File: config.mk
export PLATFORM = sky130hd
export DESIGN_NAME = block_pool_free_list_unit
export DESIGN_NICKNAME = d
export VERILOG_FILES = /design/src/rtl/bpfl_pkg.sv /design/src/rtl/block_pool_free_list_unit.sv /design/src/rtl/bpfl_ram.sv /design/src/rtl/bpfl_cfg.sv
export SDC_FILE = /design/constraint.sdc
export NUM_CORES = 1
export LEC_CHECK = 0
export BUFFER_PORTS_ARGS = -buffer_cell sky130_fd_sc_hd__clkbuf_2
export CORE_MARGIN = 5
export CORE_UTILIZATION = 40
export DETAILED_ROUTE_END_ITERATION = 8
export GPL_ROUTABILITY_DRIVEN = 0
export PLACE_DENSITY = 0.57
export SLEW_MARGIN = 40
export SYNTH_ARGS = -nofsm -noshare
export SYNTH_HDL_FRONTEND = slang
export SYNTH_SLANG_ARGS = --single-unit
export TNS_END_PERCENT = 5
File: constraint.sdc
create_clock -name aclk -period 5.7 [get_ports aclk]
set_input_delay 0.285 -clock aclk [delete_from_list [all_inputs] [get_ports aclk]]
set_output_delay 0.285 -clock aclk [all_outputs]
set_load 0.01 [all_outputs]
File: src/rtl/bpfl_pkg.sv
`timescale 1ns / 1ps
// ----------------------------------------------------------------------------
// bpfl_pkg
// Shared types, codes and sizing helpers of the block pool free list unit.
// ----------------------------------------------------------------------------
package bpfl_pkg;

    localparam int MAX_BLOCKS_DEF = 64;
    localparam int CNT_W          = 7;
    localparam int BIDX_W         = 6;
    localparam int STAT_W         = 3;
    localparam int PADDR_W        = 3;
    localparam int PDATA_W        = 32;
    localparam int RESET_COUNT    = 64;

    localparam logic REQ_ACQUIRE = 1'b0;
    localparam logic REQ_RELEASE = 1'b1;

    localparam logic [STAT_W-1:0] ST_OK       = 3'd0;
    localparam logic [STAT_W-1:0] ST_DISABLED = 3'd1;
    localparam logic [STAT_W-1:0] ST_EXHAUSTED = 3'd2;
    localparam logic [STAT_W-1:0] ST_CORRUPT  = 3'd3;
    localparam logic [STAT_W-1:0] ST_DOUBLE   = 3'd4;
    localparam logic [STAT_W-1:0] ST_IGNORED  = 3'd5;

    // Register word index on the configuration port
    localparam logic REG_BLOCK_COUNT = 1'b0;

    typedef struct packed {
        logic              req_type;
        logic [BIDX_W-1:0] block_index;
    } bpfl_req_t;

    typedef struct packed {
        logic [STAT_W-1:0] status;
        logic [BIDX_W-1:0] granted_index;
        logic [CNT_W-1:0]  free_blocks;
    } bpfl_rsp_t;

    typedef struct packed {
        logic             init;
        logic [CNT_W-1:0] init_count;
        logic [CNT_W-1:0] count;
    } bpfl_cfg_t;

    // Blocks actually usable: a 7-bit count never exceeds 127
    function automatic int pool_cap(input int max_blocks);
        int cap;
        cap = max_blocks;
        if (cap > 127) begin
            cap = 127;
        end
        return cap;
    endfunction

    function automatic int cap_width(input int cap);
        int w;
        w = (cap > 1) ? $clog2(cap) : 1;
        return w;
    endfunction

    function automatic int reset_count(input int cap);
        int c;
        c = (cap < RESET_COUNT) ? cap : RESET_COUNT;
        return c;
    endfunction

endpackage

File: src/rtl/block_pool_free_list_unit.sv
`timescale 1ns / 1ps
// ----------------------------------------------------------------------------
// block_pool_free_list_unit
// LIFO free-list block allocator with per-block in-use flags.
// ----------------------------------------------------------------------------
// One request is handled at a time. A release of an in-range index reads
// the flag, updates it and loads the result register; an acquire first
// reads the stack top, which must be known before the flag of the popped
// block can be read. Requests answered at once (pool disabled, list empty,
// index out of range) go straight to the result load. The two dependent
// reads of the registered-read stack and flag memories set this order. A
// new request is taken while a result still waits on the m_ side. Writing
// block_count rebuilds the pool in the same cycle: no clearing pass is
// needed, since never-written stack entries are recognised by a
// low-watermark of the stack depth and flags by per-block valid bits.
// ----------------------------------------------------------------------------
module block_pool_free_list_unit #(
    parameter int MAX_BLOCKS = bpfl_pkg::MAX_BLOCKS_DEF
) (
    input  logic                          aclk,
    input  logic                          aresetn,
    input  logic                          s_valid,
    output logic                          s_ready,
    input  bpfl_pkg::bpfl_req_t           s_data,
    output logic                          m_valid,
    input  logic                          m_ready,
    output bpfl_pkg::bpfl_rsp_t           m_data,
    input  logic                          psel,
    input  logic                          penable,
    input  logic                          pwrite,
    input  logic [bpfl_pkg::PADDR_W-1:0]  paddr,
    input  logic [bpfl_pkg::PDATA_W-1:0]  pwdata,
    output logic [bpfl_pkg::PDATA_W-1:0]  prdata,
    output logic                          pready
);

    localparam int POOL_CAP = bpfl_pkg::pool_cap(MAX_BLOCKS);
    localparam int IDX_W    = bpfl_pkg::cap_width(POOL_CAP);
    localparam int CNT_W    = bpfl_pkg::CNT_W;
    localparam logic [CNT_W-1:0] RST_CNT =
        CNT_W'(bpfl_pkg::reset_count(POOL_CAP));

    localparam logic [1:0] S_IDLE  = 2'd0;
    localparam logic [1:0] S_STACK = 2'd1;
    localparam logic [1:0] S_FLAG  = 2'd2;
    localparam logic [1:0] S_OUT   = 2'd3;

    bpfl_pkg::bpfl_cfg_t cfg;

    logic [1:0]          state_reg, state_next;
    bpfl_pkg::bpfl_req_t req_reg, req_next;
    logic [IDX_W-1:0]    top_reg, top_next;
    logic [CNT_W-1:0]    depth_reg, depth_next;
    logic [CNT_W-1:0]    low_reg, low_next;
    logic [POOL_CAP-1:0] valid_reg, valid_next;
    bpfl_pkg::bpfl_rsp_t rsp_reg, rsp_next;
    logic                m_valid_reg, m_valid_next;
    bpfl_pkg::bpfl_rsp_t m_data_reg, m_data_next;

    logic             accept;
    logic [CNT_W-1:0] pos;
    logic [IDX_W-1:0] stack_rdata;
    logic [IDX_W-1:0] top_val;
    logic             stack_we;
    logic [IDX_W-1:0] flag_raddr;
    logic [0:0]       flag_rdata;
    logic             flag_we;
    logic [0:0]       flag_wdata;
    logic             in_use;
    logic             out_free;

    bpfl_cfg #(
        .MAX_BLOCKS (MAX_BLOCKS)
    ) u_cfg (
        .aclk    (aclk),
        .aresetn (aresetn),
        .psel    (psel),
        .penable (penable),
        .pwrite  (pwrite),
        .paddr   (paddr),
        .pwdata  (pwdata),
        .prdata  (prdata),
        .pready  (pready),
        .cfg     (cfg)
    );

    // Free stack: entry p holds the index stored at depth p
    bpfl_ram #(
        .WIDTH (IDX_W),
        .DEPTH (POOL_CAP)
    ) u_stack_ram (
        .aclk  (aclk),
        .we    (stack_we),
        .waddr (IDX_W'(depth_reg)),
        .wdata (top_reg),
        .raddr (IDX_W'(pos)),
        .rdata (stack_rdata)
    );

    bpfl_ram #(
        .WIDTH (1),
        .DEPTH (POOL_CAP)
    ) u_flag_ram (
        .aclk  (aclk),
        .we    (flag_we),
        .waddr (top_reg),
        .wdata (flag_wdata),
        .raddr (flag_raddr),
        .rdata (flag_rdata)
    );

    assign s_ready  = (state_reg == S_IDLE);
    assign accept   = s_valid && s_ready;
    assign pos      = depth_reg - CNT_W'(1);
    assign out_free = !m_valid_reg || m_ready;

    // Entries below the low-watermark were never pushed and still hold their
    // initial value, which equals the position itself
    assign top_val = (pos >= low_reg) ? stack_rdata : IDX_W'(pos);
    assign in_use  = flag_rdata[0] && valid_reg[top_reg];

    always_comb begin
        flag_raddr = top_val;
        if (state_reg == S_IDLE) begin
            flag_raddr = IDX_W'(s_data.block_index);
        end
    end

    always_comb begin
        state_next   = state_reg;
        req_next     = req_reg;
        top_next     = top_reg;
        depth_next   = depth_reg;
        low_next     = low_reg;
        valid_next   = valid_reg;
        rsp_next     = rsp_reg;
        m_valid_next = m_valid_reg;
        m_data_next  = m_data_reg;
        stack_we     = 1'b0;
        flag_we      = 1'b0;
        flag_wdata   = 1'b0;

        if (m_valid_reg && m_ready) begin
            m_valid_next = 1'b0;
        end

        unique case (state_reg)
            S_IDLE: begin
                if (accept) begin
                    req_next               = s_data;
                    top_next               = IDX_W'(s_data.block_index);
                    rsp_next.status        = bpfl_pkg::ST_OK;
                    rsp_next.granted_index = '0;
                    rsp_next.free_blocks   = depth_reg;
                    priority if (cfg.count == '0) begin
                        rsp_next.status = bpfl_pkg::ST_DISABLED;
                        state_next      = S_OUT;
                    end else if (s_data.req_type == bpfl_pkg::REQ_ACQUIRE) begin
                        if (depth_reg == '0) begin
                            rsp_next.status = bpfl_pkg::ST_EXHAUSTED;
                            state_next      = S_OUT;
                        end else begin
                            state_next = S_STACK;
                        end
                    end else if ({1'b0, s_data.block_index} >= cfg.count) begin
                        rsp_next.status = bpfl_pkg::ST_IGNORED;
                        state_next      = S_OUT;
                    end else begin
                        state_next = S_FLAG;
                    end
                end
            end
            S_STACK: begin
                // Pop: the entry is gone whatever its flag says
                top_next   = top_val;
                depth_next = pos;
                if (pos < low_reg) begin
                    low_next = pos;
                end
                state_next = S_FLAG;
            end
            S_FLAG: begin
                rsp_next.free_blocks = depth_reg;
                if (req_reg.req_type == bpfl_pkg::REQ_ACQUIRE) begin
                    if (in_use) begin
                        rsp_next.status = bpfl_pkg::ST_CORRUPT;
                    end else begin
                        flag_we                = 1'b1;
                        flag_wdata             = 1'b1;
                        valid_next[top_reg]    = 1'b1;
                        rsp_next.granted_index = bpfl_pkg::BIDX_W'(top_reg);
                    end
                end else begin
                    if (!in_use) begin
                        rsp_next.status = bpfl_pkg::ST_DOUBLE;
                    end else begin
                        flag_we              = 1'b1;
                        valid_next[top_reg]  = 1'b1;
                        stack_we             = 1'b1;
                        depth_next           = depth_reg + CNT_W'(1);
                        rsp_next.free_blocks = depth_reg + CNT_W'(1);
                    end
                end
                state_next = S_OUT;
            end
            S_OUT: begin
                if (out_free) begin
                    m_data_next  = rsp_reg;
                    m_valid_next = 1'b1;
                    state_next   = S_IDLE;
                end
            end
            default: begin
                state_next = S_IDLE;
            end
        endcase

        // Rebuild the pool on a block_count write
        if (cfg.init) begin
            depth_next = cfg.init_count;
            low_next   = cfg.init_count;
            valid_next = '0;
        end
    end

    always_ff @(posedge aclk) begin
        if (!aresetn) begin
            state_reg   <= S_IDLE;
            depth_reg   <= RST_CNT;
            low_reg     <= RST_CNT;
            valid_reg   <= '0;
            m_valid_reg <= 1'b0;
        end else begin
            state_reg   <= state_next;
            depth_reg   <= depth_next;
            low_reg     <= low_next;
            valid_reg   <= valid_next;
            m_valid_reg <= m_valid_next;
        end
    end

    always_ff @(posedge aclk) begin
        req_reg    <= req_next;
        top_reg    <= top_next;
        rsp_reg    <= rsp_next;
        m_data_reg <= m_data_next;
    end

    assign m_valid = m_valid_reg;
    assign m_data  = m_data_reg;

    // Free list can never hold more entries than the pool has blocks
    a_depth_le_count: assert property (@(posedge aclk) disable iff (!aresetn)
        depth_reg <= cfg.count)
        else $error("free list deeper than block count");

    a_low_le_depth: assert property (@(posedge aclk) disable iff (!aresetn)
        low_reg <= depth_reg)
        else $error("stack low-watermark above depth");

    a_result_from_out: assert property (@(posedge aclk) disable iff (!aresetn)
        $rose(m_valid) |-> $past(state_reg == S_OUT))
        else $error("result raised outside result stage");

    a_grant_marks_flag: assert property (@(posedge aclk) disable iff (!aresetn)
        (state_reg == S_FLAG && req_reg.req_type == bpfl_pkg::REQ_ACQUIRE &&
         !in_use && !cfg.init) |=> valid_reg[$past(top_reg)])
        else $error("granted block not marked in use");

endmodule

File: src/rtl/bpfl_ram.sv
`timescale 1ns / 1ps
// ----------------------------------------------------------------------------
// bpfl_ram
// Simple dual-port synchronous RAM, one write and one registered read port.
// ----------------------------------------------------------------------------
module bpfl_ram #(
    parameter int WIDTH = 8,
    parameter int DEPTH = 64
) (
    input  logic                                     aclk,
    input  logic                                     we,
    input  logic [((DEPTH > 1) ? $clog2(DEPTH) : 1)-1:0] waddr,
    input  logic [WIDTH-1:0]                         wdata,
    input  logic [((DEPTH > 1) ? $clog2(DEPTH) : 1)-1:0] raddr,
    output logic [WIDTH-1:0]                         rdata
);

    logic [WIDTH-1:0] mem_reg [DEPTH];
    logic [WIDTH-1:0] rdata_reg;

    always_ff @(posedge aclk) begin
        if (we) begin
            mem_reg[waddr] <= wdata;
        end
        rdata_reg <= mem_reg[raddr];
    end

    assign rdata = rdata_reg;

endmodule

File: src/rtl/bpfl_cfg.sv
`timescale 1ns / 1ps
// ----------------------------------------------------------------------------
// bpfl_cfg
// APB register file: holds block_count and flags a pool re-initialisation.
// ----------------------------------------------------------------------------
module bpfl_cfg #(
    parameter int MAX_BLOCKS = bpfl_pkg::MAX_BLOCKS_DEF
) (
    input  logic                          aclk,
    input  logic                          aresetn,
    input  logic                          psel,
    input  logic                          penable,
    input  logic                          pwrite,
    input  logic [bpfl_pkg::PADDR_W-1:0]  paddr,
    input  logic [bpfl_pkg::PDATA_W-1:0]  pwdata,
    output logic [bpfl_pkg::PDATA_W-1:0]  prdata,
    output logic                          pready,
    output bpfl_pkg::bpfl_cfg_t           cfg
);

    localparam int POOL_CAP = bpfl_pkg::pool_cap(MAX_BLOCKS);
    localparam logic [bpfl_pkg::CNT_W-1:0] CAP_CNT =
        bpfl_pkg::CNT_W'(POOL_CAP);
    localparam logic [bpfl_pkg::CNT_W-1:0] RST_CNT =
        bpfl_pkg::CNT_W'(bpfl_pkg::reset_count(POOL_CAP));

    logic [bpfl_pkg::CNT_W-1:0] count_reg;
    logic [bpfl_pkg::CNT_W-1:0] count_next;
    logic [bpfl_pkg::CNT_W-1:0] wr_count;
    logic                       wr_hit;

    assign pready = 1'b1;

    // Saturate to the pool capacity
    assign wr_count = (pwdata[bpfl_pkg::CNT_W-1:0] > CAP_CNT) ?
                      CAP_CNT : pwdata[bpfl_pkg::CNT_W-1:0];
    assign wr_hit   = psel && penable && pwrite &&
                      (paddr[2] == bpfl_pkg::REG_BLOCK_COUNT);

    always_comb begin
        count_next = count_reg;
        if (wr_hit) begin
            count_next = wr_count;
        end
    end

    always_ff @(posedge aclk) begin
        if (!aresetn) begin
            count_reg <= RST_CNT;
        end else begin
            count_reg <= count_next;
        end
    end

    assign prdata = (paddr[2] == bpfl_pkg::REG_BLOCK_COUNT) ?
                    bpfl_pkg::PDATA_W'(count_reg) : '0;

    assign cfg.init       = wr_hit;
    assign cfg.init_count = wr_count;
    assign cfg.count      = count_reg;

endmodule

Yosys cells after proc, flatten, opt, wreduce, memory -nomap -nowiden
Memories as Yosys holds them, arrays and structs flattened. A register that Yosys moved wholly into a read port is not among the register bits.
Index checks and enable logic that the tools add are counted.
{"block": "word_totals", "output_inout_bits": 51, "register_bits": 127, "mem_count": 2, "elab_cells": 118, "ram_bits": 448, "input_bits": 49}
{"memory": "u_stack_ram.mem_reg", "depth": 64, "width": 6, "rd": 1, "rd_clocked_by_memory_dff": 1, "write_ports": 1, "line": "bpfl_ram.sv:18", "rtl": "logic [WIDTH-1:0] mem_reg [DEPTH];"}
{"memory": "u_flag_ram.mem_reg", "depth": 64, "width": 1, "rd": 1, "rd_clocked_by_memory_dff": 1, "write_ports": 1, "line": "bpfl_ram.sv:18"}
{"block": "op_classes", "n_bitwise": 3, "addsub": 2, "magnitude_cmp": 6, "eq_ne": 11, "n_reduce_logical": 27, "mux": 53}
{"op": "64-bit 2-to-1 mux", "count": 3}
{"op": "64-bit OR", "count": 1}
{"op": "7-bit 2-to-1 mux", "count": 8}
{"op": "16-bit case mux with 2 select lines", "count": 1}
{"op": "6-bit 2-to-1 mux", "count": 5}
{"op": "1-bit 2-to-1 mux", "count": 18}
{"op": "3-bit 2-to-1 mux", "count": 6}
{"op": "16-bit 2-to-1 mux", "count": 1}
{"op": "7-bit logical NOT", "count": 2}
{"op": "7-bit case mux with 2 select lines", "count": 1}
{"op": "2-bit 2-to-1 mux", "count": 6}
{"op": "6-bit case mux with 2 select lines", "count": 1}
{"op": "2-bit AND reduction", "count": 6}
{"op": "2-bit inequality test (second input constant)", "count": 4}
{"op": "2-bit case mux with 4 select lines", "count": 1}
{"op": "4-bit AND reduction", "count": 2}
{"op": "2-bit nonzero test", "count": 4}
{"op": "7-bit by 1-bit adder with 7-bit output (second input constant)", "count": 1}
{"op": "6-bit by 7-bit greater-or-equal comparator with 1-bit output", "count": 1}
{"op": "7-bit greater-or-equal comparator", "count": 1}
{"op": "7-bit > comparator (second input constant)", "count": 1}
{"op": "1-bit logical AND", "count": 7}
{"op": "6-bit by 7-bit < comparator with 1-bit output (second input constant)", "count": 1}
{"op": "7-bit < comparator", "count": 1}
{"op": "other kinds (15)", "count": 19}

Longest topological paths before layout
Gate-level depths: netlist of the first run.
{"block": "depth", "ltp_word": 8, "depth_mapped": 20, "ltp_nobuf": 16}

Cells and area by module
Synthesis of the first run repeated with hierarchy kept, for this count alone.
{"block": "hier_totals", "hier_cells": 1614, "area_unflattened_um2": 24619.9}
{"module": "bpfl_ram (u_stack_ram)", "cells_per_inst": 720, "seq_area_each_um2": 11651.2, "instances": 1, "area_each_um2": 15225.9}
{"module": "block_pool_free_list_unit", "cells_per_inst": 615, "seq_area_each_um2": 2792.7, "instances": 1, "area_each_um2": 5838.1}
{"module": "bpfl_ram (u_flag_ram)", "cells_per_inst": 204, "seq_area_each_um2": 1941.9, "instances": 1, "area_each_um2": 2914.0}
{"module": "bpfl_cfg", "cells_per_inst": 75, "seq_area_each_um2": 140.1, "instances": 1, "area_each_um2": 641.9}

Worst setup path after synthesis of the first run
No wires, ideal clock.
{"block": "synth_timing", "path_kind": "register -> register", "startpoint": "register depth_reg[0]", "endpoint": "register u_flag_ram.rdata_reg (netlist: u_flag_ram.rdata), read port of u_flag_ram.mem_reg", "path_buffers": 3, "path_slack_ns": 0.789, "arrival_time_ns": 4.853, "t_required_ns": 5.642, "synth_period_minus_slack_ns": 4.911, "path_stages_with_launch": 20, "setup_time_ns": 0.058, "cell_sequence": "dfxtp_1 > buf_2 > buf_2 > clkbuf_1 > inv_1 > ha_1 > nand2b_1 > nor2_1 > xnor2_1 > inv_1 > ha_1 > nand4_1 > or2_2 > o2111ai_1 > a21boi_0 > a221oi_1 > a2111oi_1 > a31oi_1 > o2111ai_1 > o21a_1"}
{"block": "synth_via", "elab_chain_len": 4}
{"item": "start, declared", "line": "block_pool_free_list_unit.sv:53", "rtl": "logic [CNT_W-1:0] depth_reg, depth_next;"}
{"item": "start signal, assigned", "line": "block_pool_free_list_unit.sv:235", "rtl": "depth_reg <= depth_next;"}
{"item": "7-bit by 1-bit subtractor with 7-bit output *", "line": "block_pool_free_list_unit.sv:114", "rtl": "assign pos = depth_reg - CNT_W'(1);"}
{"item": "7-bit greater-or-equal comparator", "line": "block_pool_free_list_unit.sv:119", "rtl": "assign top_val = (pos >= low_reg) ? stack_rdata : IDX_W'(pos);"}
{"item": "6-bit 2-to-1 mux *", "line": "block_pool_free_list_unit.sv:119"}
{"item": "6-bit 2-to-1 mux *", "line": "block_pool_free_list_unit.sv:124", "rtl": "if (state_reg == S_IDLE) begin"}
{"item": "end, declared", "line": "bpfl_ram.sv:19", "rtl": "logic [WIDTH-1:0] rdata_reg;"}
Mark *: on every way between the ends. The rest lies on a longest branch, timed or not.
A chain may end at the register's enable or synchronous reset.

Worst setup path in the final report of the first run
{"block": "layout_timing", "startpoint": "register depth_reg[3]", "endpoint": "register u_flag_ram.rdata_reg (netlist: u_flag_ram.rdata), read port of u_flag_ram.mem_reg"}
Same word-level chain as after synthesis.

==> out/summary.md, run 1 <==
The count of nets left with antenna violations once routing finished came out at 0. Endpoint type of the worst setup path: a register. The flip-flop and latch count after synthesis was 582. The first routing iteration left 1009 violations. The final layout contains 1606 nets.

The clock period could shrink to 4776 ps. The worst-case vdd ir drop came out at 344.4 uV. For the final database, setup skew stands at 60.38 ps.

After synthesis, the share of flip-flops with an asynchronous set or reset is 0%. For this design the top-level I/O count stands at 100. For the number of buffers created by CTS, the log shows 59.

After detailed routing, the number of remaining DRC violations is 0. Net switching is 35.03% of the power. The tools report the placeable core region as 59240 um2. The synthesized area per cell was 16.38 um2; the number of clock sinks seen by CTS was 582.

The total inserted antenna cells came out at 0. The chip height came out at 255.0 um. The kind of path behind the tightest hold check is input pin to register.

In this run the number of H-tree levels came out at 2. Of all nets on the critical path, the largest fanout is 16. The average wire per standard cell is 23.49 um. Leaving out fill and tap cells, the most frequent cell in the layout is sky130_fd_sc_hd__edfxtp_1. The net switching power is 0.005226 W, and the number of cells traversed by the worst register-to-register path is 13. Leaving out fill and tap cells, the most frequent cells in the layout are sky130_fd_sc_hd__edfxtp_1, sky130_fd_sc_hd__nor2_1, sky130_fd_sc_hd__mux4_2, sky130_fd_sc_hd__dfxtp_1, sky130_fd_sc_hd__nand2_1. The run gives 89 as the placement row count.

The floorplan step defined a die boundary enclosing 65010 um2. After global routing the overflow that remains totals 0. Critical path's largest stage delay: 670 ps.

The Yosys step of the flow raised 0 warnings. The tools report the count of different cell masters after synthesis as 71. For this configuration, the core starts out at a cell density of 40.52%.

The tools report the startpoint type of the worst setup path as a register. The run finished with clean final reports. Summing all placed instances gives a cell area of 25110 um2. In this design, the largest share of critical-path delay is due to compound AO/OA/AOI/OAI gates. The tools report the endpoint of the most critical register-to-register path as u_flag_ram.rdata$_DFF_P_.

Combinational logic burns 37.4% of the power. TritonCTS built the clock tree. The analysis attributes to cell leakage a power of 8.874 nW.

Worst hold-check slack: 56.22 ps. The final count of pins violating max slew is 0, and the maximum clock rate is 209.4 MHz. Once the clock tree was built, the setup fixing pass inserted 0 buffers. STA puts the critical path data arrival time at 5340 ps. In this run the critical register-to-register path is launched from depth_reg[3]$_SDFFE_PN0P_.

The clock edge transition at the registers on the reported setup and hold paths works out to 60 ps. Type of the worst setup path: register to register. The detailed-route via count is 13015, and the first-pass detailed-route iteration total is 5.

Walking the worst path, the cells encountered are or3_1, nor3_1, nand2b_1, ha_1, nand4_1, or2_2, o2111ai_1, a21boi_0, a221oi_1, a2111oi_1, a31oi_1, o2111ai_1, o21a_1. Data on the critical path is required at its endpoint by 6260 ps. For the pin count of the biggest net entering global routing, the log shows 72. Registers are responsible for 36.8% of the overall power. The number of enable flip-flop cells after synthesis is 487, and the overall routing resource usage is 16.91%. Sequential cells were found to cover 68.85% of the synthesized design area. The critical path ends at u_flag_ram.rdata$_DFF_P_.

Setup repair after global routing left no endpoint under its margin. The count of endpoints failing hold in the final timing report came out at 0. Buffer cell driving the clock tree root: sky130_fd_sc_hd__clkbuf_16. The slowest library cell on the worst path was sky130_fd_sc_hd__or3_1. After layout, the worst path uses 83.80% of the clock period.

The tools report the total instance count after detailed placement as 2241. From left edge to right edge, the die measures 255.0 um. Wires add up to 55.42 mm. Final design instance area without fill: 27120 um2.

The fraction of final layout cells sized beyond drive strength 1 came out at 20.30%. The clock reaches the later pin of the worst-skew pair after 630 ps. The most numerous cell on the critical path is sky130_fd_sc_hd__o2111ai_1. Setup violations remaining at the end of the flow were counted as 0. The tools report the initial antenna violation count as 0.

The cell count after synthesis is 1465. The deepest clock path buffer count was 3. The register with the most flip-flops in the layout has 384 of them.

The most critical setup path has its startpoint at depth_reg[3]$_SDFFE_PN0P_. The number of max-capacitance violations reported is 0, and the count of cell instances traversed by the critical path is 13. The internal power of the cells totals 0.009694 W. The mapped netlist covers 24000 um2. Detailed placement ended at an HPWL of 34.73 mm.

The first global-routing pass estimated 82.66 mm of wire. The number of global-route vias before repair was 13060. Adding up every negative setup slack in the final design gives 0 ps. The most used flip-flop cell after synthesis is sky130_fd_sc_hd__edfxtp_1. The count of cells in the finished layout, fillers not included, comes to 2359. The number of input and output port buffers inserted was 46; the quantity of gates resized following cts was 0. The cell area power density was 550.2 nW/um2; the count of buffer and inverter cells on the critical path was 0.

The via density per instance is 5.517. The signed area change from the synthesized netlist to the final layout is 12.99%. The worst register-to-register path has a setup slack of 920 ps.

Headroom to the max-slew limit came out at 47.14%. The slew at the pin with the worst max-slew slack was 792.9 ps. The clock network is responsible for 25.8% of the overall power.
area by class of cell:
| type | count | area [um2] |
|---|---|---|
| sequential | 582 | 16530 |
| clock buffer | 72 | 1525 |
| clock inverter | 39 | 410.4 |
| timing repair buffer | 85 | 576.8 |
| multi-input combinational | 770 | 6969 |
| fill | 5134 | 32120 |
| tap | 773 | 967.2 |
| inverter | 38 | 142.6 |
cells by family (layout without fill, tap and decap cells):
family                   Yosys count  after routing  synth area share (%)
multiplexers                     178            178                 14.96
adder cells (fa/ha/maj)           21             21                 1.095
buffers and inverters            137            234                 2.726
AND/OR/NAND/NOR                  341            341                 6.255
flip-flops                       582            582                 68.85
XOR/XNOR                          11             11                0.4014
other                              2             26               0.03129
AO/OA/AOI/OAI                    193            193                 5.682
stage by stage:
stage	total power [W]	utilization, %	setup WS, ps
finish	0.01492	45.78	923.6
floorplan	0.009288	-	788.8
CTS	0.01505	45.77	956.6
global placement	0.01110	42.34	1065
global route	0.01565	45.78	591.5
detailed placement	0.01117	42.39	999.5
power by group through the flow:
stage,sequential [W],clock [W],combinational [W]
finish,0.00549,0.00385,0.00558
global route,0.00551,0.00412,0.00602
CTS,0.00548,0.00394,0.00562
detailed placement,0.00557,0,0.00560
global placement,0.00556,0,0.00553
floorplan,0.00566,0,0.00363
metal layers:
metal / up-vias / part of all wire (%) / GRT usage, %
met5: - / 0 / 0
met4: 0 / 2.0 / 4.059
met3: 81 / 6.2 / 3.181
met2: 390 / 48 / 27.57
met1: 6742 / 44 / 23.88
li1: 5802 / - / -
worst min path at each step:
stage	startpoint	end	slack, ps	cells past startpoint
2_1_floorplan	s_data[6]	req_reg[6]$_DFFE_PP_	380	0
6_report	s_data[0]	top_reg[0]$_DFFE_PP_	60	3
3_5_place_dp	rsp_reg[0]$_DFFE_PP_	m_data[0]$_DFFE_PP_	400	0
3_3_place_gp	rsp_reg[8]$_SDFFCE_PN0P_	m_data[8]$_DFFE_PP_	400	0
5_1_grt	s_data[5]	top_reg[5]$_DFFE_PP_	50	3
4_1_cts	pwdata[1]	u_cfg.count_reg[1]$_SDFFE_PN0P_	20	3
tightest hold or removal path, cell delays in order:
cell                       delay (ps)
sky130_fd_sc_hd__clkbuf_2         110
sky130_fd_sc_hd__nor2_1            50
sky130_fd_sc_hd__a21oi_1          100
Yosys cell counts (4+ instances only):
cell type	count	area, um2
sky130_fd_sc_hd__edfxtp_1	487	14620
sky130_fd_sc_hd__nor2_1	171	641.9
sky130_fd_sc_hd__mux4_2	135	3040
sky130_fd_sc_hd__dfxtp_1	95	1902
sky130_fd_sc_hd__nand2_1	82	307.8
sky130_fd_sc_hd__o21a_1	68	510.5
sky130_fd_sc_hd__clkbuf_1	45	168.9
sky130_fd_sc_hd__inv_1	37	138.9
sky130_fd_sc_hd__mux2i_1	34	340.3
sky130_fd_sc_hd__a21oi_1	33	165.2
sky130_fd_sc_hd__buf_4	27	202.7
sky130_fd_sc_hd__nand3_1	24	120.1
sky130_fd_sc_hd__ha_1	21	262.8
sky130_fd_sc_hd__o21ai_0	21	105.1
sky130_fd_sc_hd__buf_1	18	67.56
sky130_fd_sc_hd__and2_1	15	93.84
sky130_fd_sc_hd__a211oi_1	7	52.55
sky130_fd_sc_hd__a21o_1	7	52.55
sky130_fd_sc_hd__mux4_1	7	183.9
sky130_fd_sc_hd__nand3b_1	7	52.55
sky130_fd_sc_hd__nor2b_1	7	43.79
sky130_fd_sc_hd__nor3_1	7	35.03
sky130_fd_sc_hd__buf_2	6	30.03
sky130_fd_sc_hd__nand2b_1	6	37.54
sky130_fd_sc_hd__xnor2_1	6	52.55
sky130_fd_sc_hd__a2111oi_0	5	43.79
sky130_fd_sc_hd__a31oi_1	5	31.28
sky130_fd_sc_hd__a32oi_1	5	43.79
sky130_fd_sc_hd__o211ai_1	5	37.54
sky130_fd_sc_hd__xor2_1	5	43.79
sky130_fd_sc_hd__a221oi_1	4	35.03
sky130_fd_sc_hd__o22ai_1	4	25.02
sky130_fd_sc_hd__or3_1	4	25.02
repair_timing:
item	4_1_cts	5_1_grt
endpoints found under the hold margin	16	0
hold buffers	7	0
setup endpoints to repair	0	0
No activity file was read; power rests on OpenSTA's default activity.
==> inputs of run 2 (changes only) <==
--- a/config.mk
+++ b/config.mk
@@ -10,7 +10,7 @@
 export CORE_UTILIZATION = 40
 export DETAILED_ROUTE_END_ITERATION = 8
 export GPL_ROUTABILITY_DRIVEN = 0
-export PLACE_DENSITY = 0.57
+export PLACE_DENSITY = 0.59
 export SLEW_MARGIN = 40
 export SYNTH_ARGS = -nofsm -noshare
 export SYNTH_HDL_FRONTEND = slang
==> constraint.sdc (replaced) <==
create_clock -name aclk -period 3.95 [get_ports aclk]
set_input_delay 0.1975 -clock aclk [delete_from_list [all_inputs] [get_ports aclk]]
set_output_delay 0.1975 -clock aclk [all_outputs]
set_load 0.01 [all_outputs]
==> out/summary.md, run 2 (synthesized netlist as in run 1, its figures left out) <==
The run finished with clean final reports. The arrival time of data at the critical path endpoint is 4280 ps (was 5340 ps), and the worst slew margin relative to its limit is 48.40% (was 47.14%). For the number of DRC violations after detailed routing, the log shows 0 (unchanged). The tools report the final count of pins violating max slew as 0 (unchanged). TritonCTS built the clock tree.

The beginning of the worst hold path was penable (was s_data[0]). The overall routing resource usage is 17.21% (was 16.91%), and the area of the die is 65010 um2 (unchanged). The number of cells traversed by the worst register-to-register path works out to 18 (was 13). The worst-case vdd ir drop was 568.4 uV (was 344.4 uV). Post-route clock period utilization: 95.20% (was 83.80%). The tools report the post-route core utilization as 48.20% (was 45.78%). The effective utilization at floorplan is 40.52% (unchanged), and the time the worst path needs with I/O delays and setup is 3761 ps (was 4776 ps). Leading cell types in the layout, fill and taps excluded: sky130_fd_sc_hd__edfxtp_1, sky130_fd_sc_hd__buf_4, sky130_fd_sc_hd__nor2_1, sky130_fd_sc_hd__mux4_2, sky130_fd_sc_hd__dfxtp_1 (was sky130_fd_sc_hd__edfxtp_1, sky130_fd_sc_hd__nor2_1, sky130_fd_sc_hd__mux4_2, sky130_fd_sc_hd__dfxtp_1, sky130_fd_sc_hd__nand2_1).

The number of input and output port buffers inserted works out to 46 (unchanged). Commonest non-fill, non-tap cell in the layout: sky130_fd_sc_hd__edfxtp_1 (unchanged). The number of buffers created by CTS is 59 (unchanged), and the reg2reg setup slack is 190 ps (was 920 ps). The clock edge transition at the registers on the reported setup and hold paths was 60 ps (about the same); the first-pass detailed-route iteration total was 5 (unchanged). Endpoint of the most critical register-to-register path: u_flag_ram.rdata$_DFF_P_ (unchanged).

Buffer cell driving the clock tree root: sky130_fd_sc_hd__clkbuf_16 (unchanged). The initial antenna violation count came out at 0 (unchanged). The cell area power density came out at 780.6 nW/um2 (was 550.2 nW/um2). The number of flip-flops under the largest register name works out to 384 (unchanged). The logs give 4470 ps (was 6260 ps) for the endpoint required time on the critical path and 65 (was 72) for the pin count of the biggest net entering global routing. The number of global-route vias before repair was 13601 (was 13060); the net count reported at finish was 1764 (was 1606). The worst hold-check slack came out at 139.7 ps (was 56.22 ps). The via density per instance works out to 5.366 (was 5.517). Capture endpoint of the worst hold path: u_cfg.count_reg[6]$_SDFFE_PN1P_ (was top_reg[0]$_DFFE_PP_). The cell count of the worst hold path was 5 (was 3); the total power was 0.02229 W (was 0.01492 W). The worst clock skew came out at 29.52 ps (was 60.38 ps). For the initial DRC count, the log shows 1179 (was 1009).

The run gives 0 (unchanged) as the number of max-capacitance violations reported. The logs give 0 (unchanged) for the total inserted antenna cells and 620 ps (was 630 ps) for the later-pin clock latency in the skew report. The detailed-route via count is 13489 (was 13015), and the first-pass GRT wire length is 84.79 mm (was 82.66 mm). The post-route antenna net violation count is 0 (unchanged). Startpoint type of the worst setup path: a register (unchanged).

The type of the worst setup path is register to register (unchanged). For the final wirelength, the log shows 55.86 mm (was 55.42 mm). The run gives 100 (unchanged) as the number of ports placed on the die boundary. Critical register-to-register path startpoint: depth_reg[0]$_SDFFE_PN0P_ (was depth_reg[3]$_SDFFE_PN0P_).

The count of endpoints failing hold in the final timing report was 0 (unchanged). Kind of path behind the tightest hold check: input pin to register (unchanged). The number of clock sinks seen by CTS came out at 582 (unchanged).

The maximum clock rate is 265.9 MHz (was 209.4 MHz), and the chip height is 255.0 um (unchanged). Slew at the pin with the worst max-slew slack: 774.0 ps (was 792.9 ps). The maximum fanout along the worst path was 6 (was 16); the signed area change from the synthesized netlist to the final layout was 18.96% (was 12.99%). The run gives 0 (unchanged) as the global route total overflow.

Depth of the CTS H-tree: 2 (unchanged). The endpoint type of the worst setup path is a register (unchanged). The fraction of final layout cells sized beyond drive strength 1 works out to 27.63% (was 20.30%). The half-perimeter wire length of the detailed placement result was 36.66 mm (was 34.73 mm); the die extent in x was 255.0 um (unchanged). Final count of negative-setup-slack endpoints: 0 (unchanged).

The average wire per standard cell is 22.22 um (was 23.49 um), and the placement row count is 89 (unchanged). The deepest clock path buffer count was 3 (unchanged); the placeable core region was 59240 um2 (unchanged). Setup repair after global routing left no endpoint under its margin. The run gives 9.747 nW (was 8.874 nW) as the leakage power.
run 2: cell types whose count changed in the layout (fill, tap and decap cells not counted), sizes merged:
cell | previous run | this run
buf | 32 | 180
clkinv | 27 | 20
dlygate4sd3 | 7 | 17
clkbuf | 118 | 125
clkinvlp | 4 | 0
inv | 39 | 40
run 2: final cells by class:
class                           count  area, um2
Multi-Input combinational cell    770       7069
Timing Repair Buffer              243       1879
Fill cell                        4975      30690
Clock buffer                       79       1613
Inverter                           38      142.6
Clock inverter                     29      354.1
Tap cell                          773      967.2
Sequential cell                   582      16530
run 2: worst max-delay path: stages, from the launching register on:
cell	delay [ps]
sky130_fd_sc_hd__dfxtp_4	340
sky130_fd_sc_hd__inv_1	130
sky130_fd_sc_hd__ha_4	170
sky130_fd_sc_hd__nand2b_1	110
sky130_fd_sc_hd__nor2_2	150
sky130_fd_sc_hd__xnor2_2	140
sky130_fd_sc_hd__inv_1	80
sky130_fd_sc_hd__ha_1	300
sky130_fd_sc_hd__nand4_1	160
sky130_fd_sc_hd__nor2_1	200
sky130_fd_sc_hd__buf_4	150
sky130_fd_sc_hd__a21oi_2	120
sky130_fd_sc_hd__o311a_1	390
sky130_fd_sc_hd__a2111oi_1	490
sky130_fd_sc_hd__buf_4	260
sky130_fd_sc_hd__a32oi_1	80
sky130_fd_sc_hd__nand3_1	140
sky130_fd_sc_hd__o2111ai_1	120
sky130_fd_sc_hd__o21a_1	120
run 2: how the worst max path moves through the flow:
stage / start / to / slack, ps / depth (start not counted)
global placement: depth_reg[0]$_SDFFE_PN0P_ / u_flag_ram.rdata$_DFF_P_ / 180 / 17
detailed placement: depth_reg[0]$_SDFFE_PN0P_ / u_flag_ram.rdata$_DFF_P_ / 80 / 17
finish: depth_reg[0]$_SDFFE_PN0P_ / u_flag_ram.rdata$_DFF_P_ / 190 / 18
CTS: depth_reg[0]$_SDFFE_PN0P_ / u_flag_ram.rdata$_DFF_P_ / 30 / 17
floorplan: depth_reg[0]$_SDFFE_PN0P_ / u_flag_ram.rdata$_DFF_P_ / -260 / 19
global route: top_reg[0]$_DFFE_PP_ / valid_reg[2]$_SDFFE_PP0P_ / 2 / 14
run 2: per-stage QoR:
stage | setup WS (ps) | instances | cell area (um2) | setup TNS [ps]
floorplan | -256.1 | 1489 | 24120 | -256.1
global placement | 183.6 | 2386 | 26280 | 0
detailed placement | 76.83 | 2388 | 26330 | 0
CTS | 27.45 | 2513 | 28460 | 0
global route | 1.628 | 2514 | 28550 | 0
finish | 189.5 | 2514 | 28550 | 0
run 2: per-layer routing:
metal | GRT usage, % | part of all wire (%) | up-vias
li1 | - | - | 6126
met1 | 24.63 | 44 | 6854
met2 | 27.55 | 47 | 431
met3 | 3.668 | 7.1 | 78
met4 | 3.785 | 2.0 | 0
met5 | 0 | 0 | -
run 2: power by group:
group	switching [W]	total, W	internal (W)
Sequential	0.000203	0.00785	0.00765
Combinational	0.00523	0.00882	0.00359
Clock	0.00230	0.00562	0.00332
Total	0.00773	0.0223	0.0146
run 2: repair_timing:
action / CTS / global route
buffers inserted: 0 / 1
endpoints found under the setup margin: 0 / 5
resized for setup: 0 / 19
hold buffers: 17 / 0
hold endpoints to repair: 31 / 0
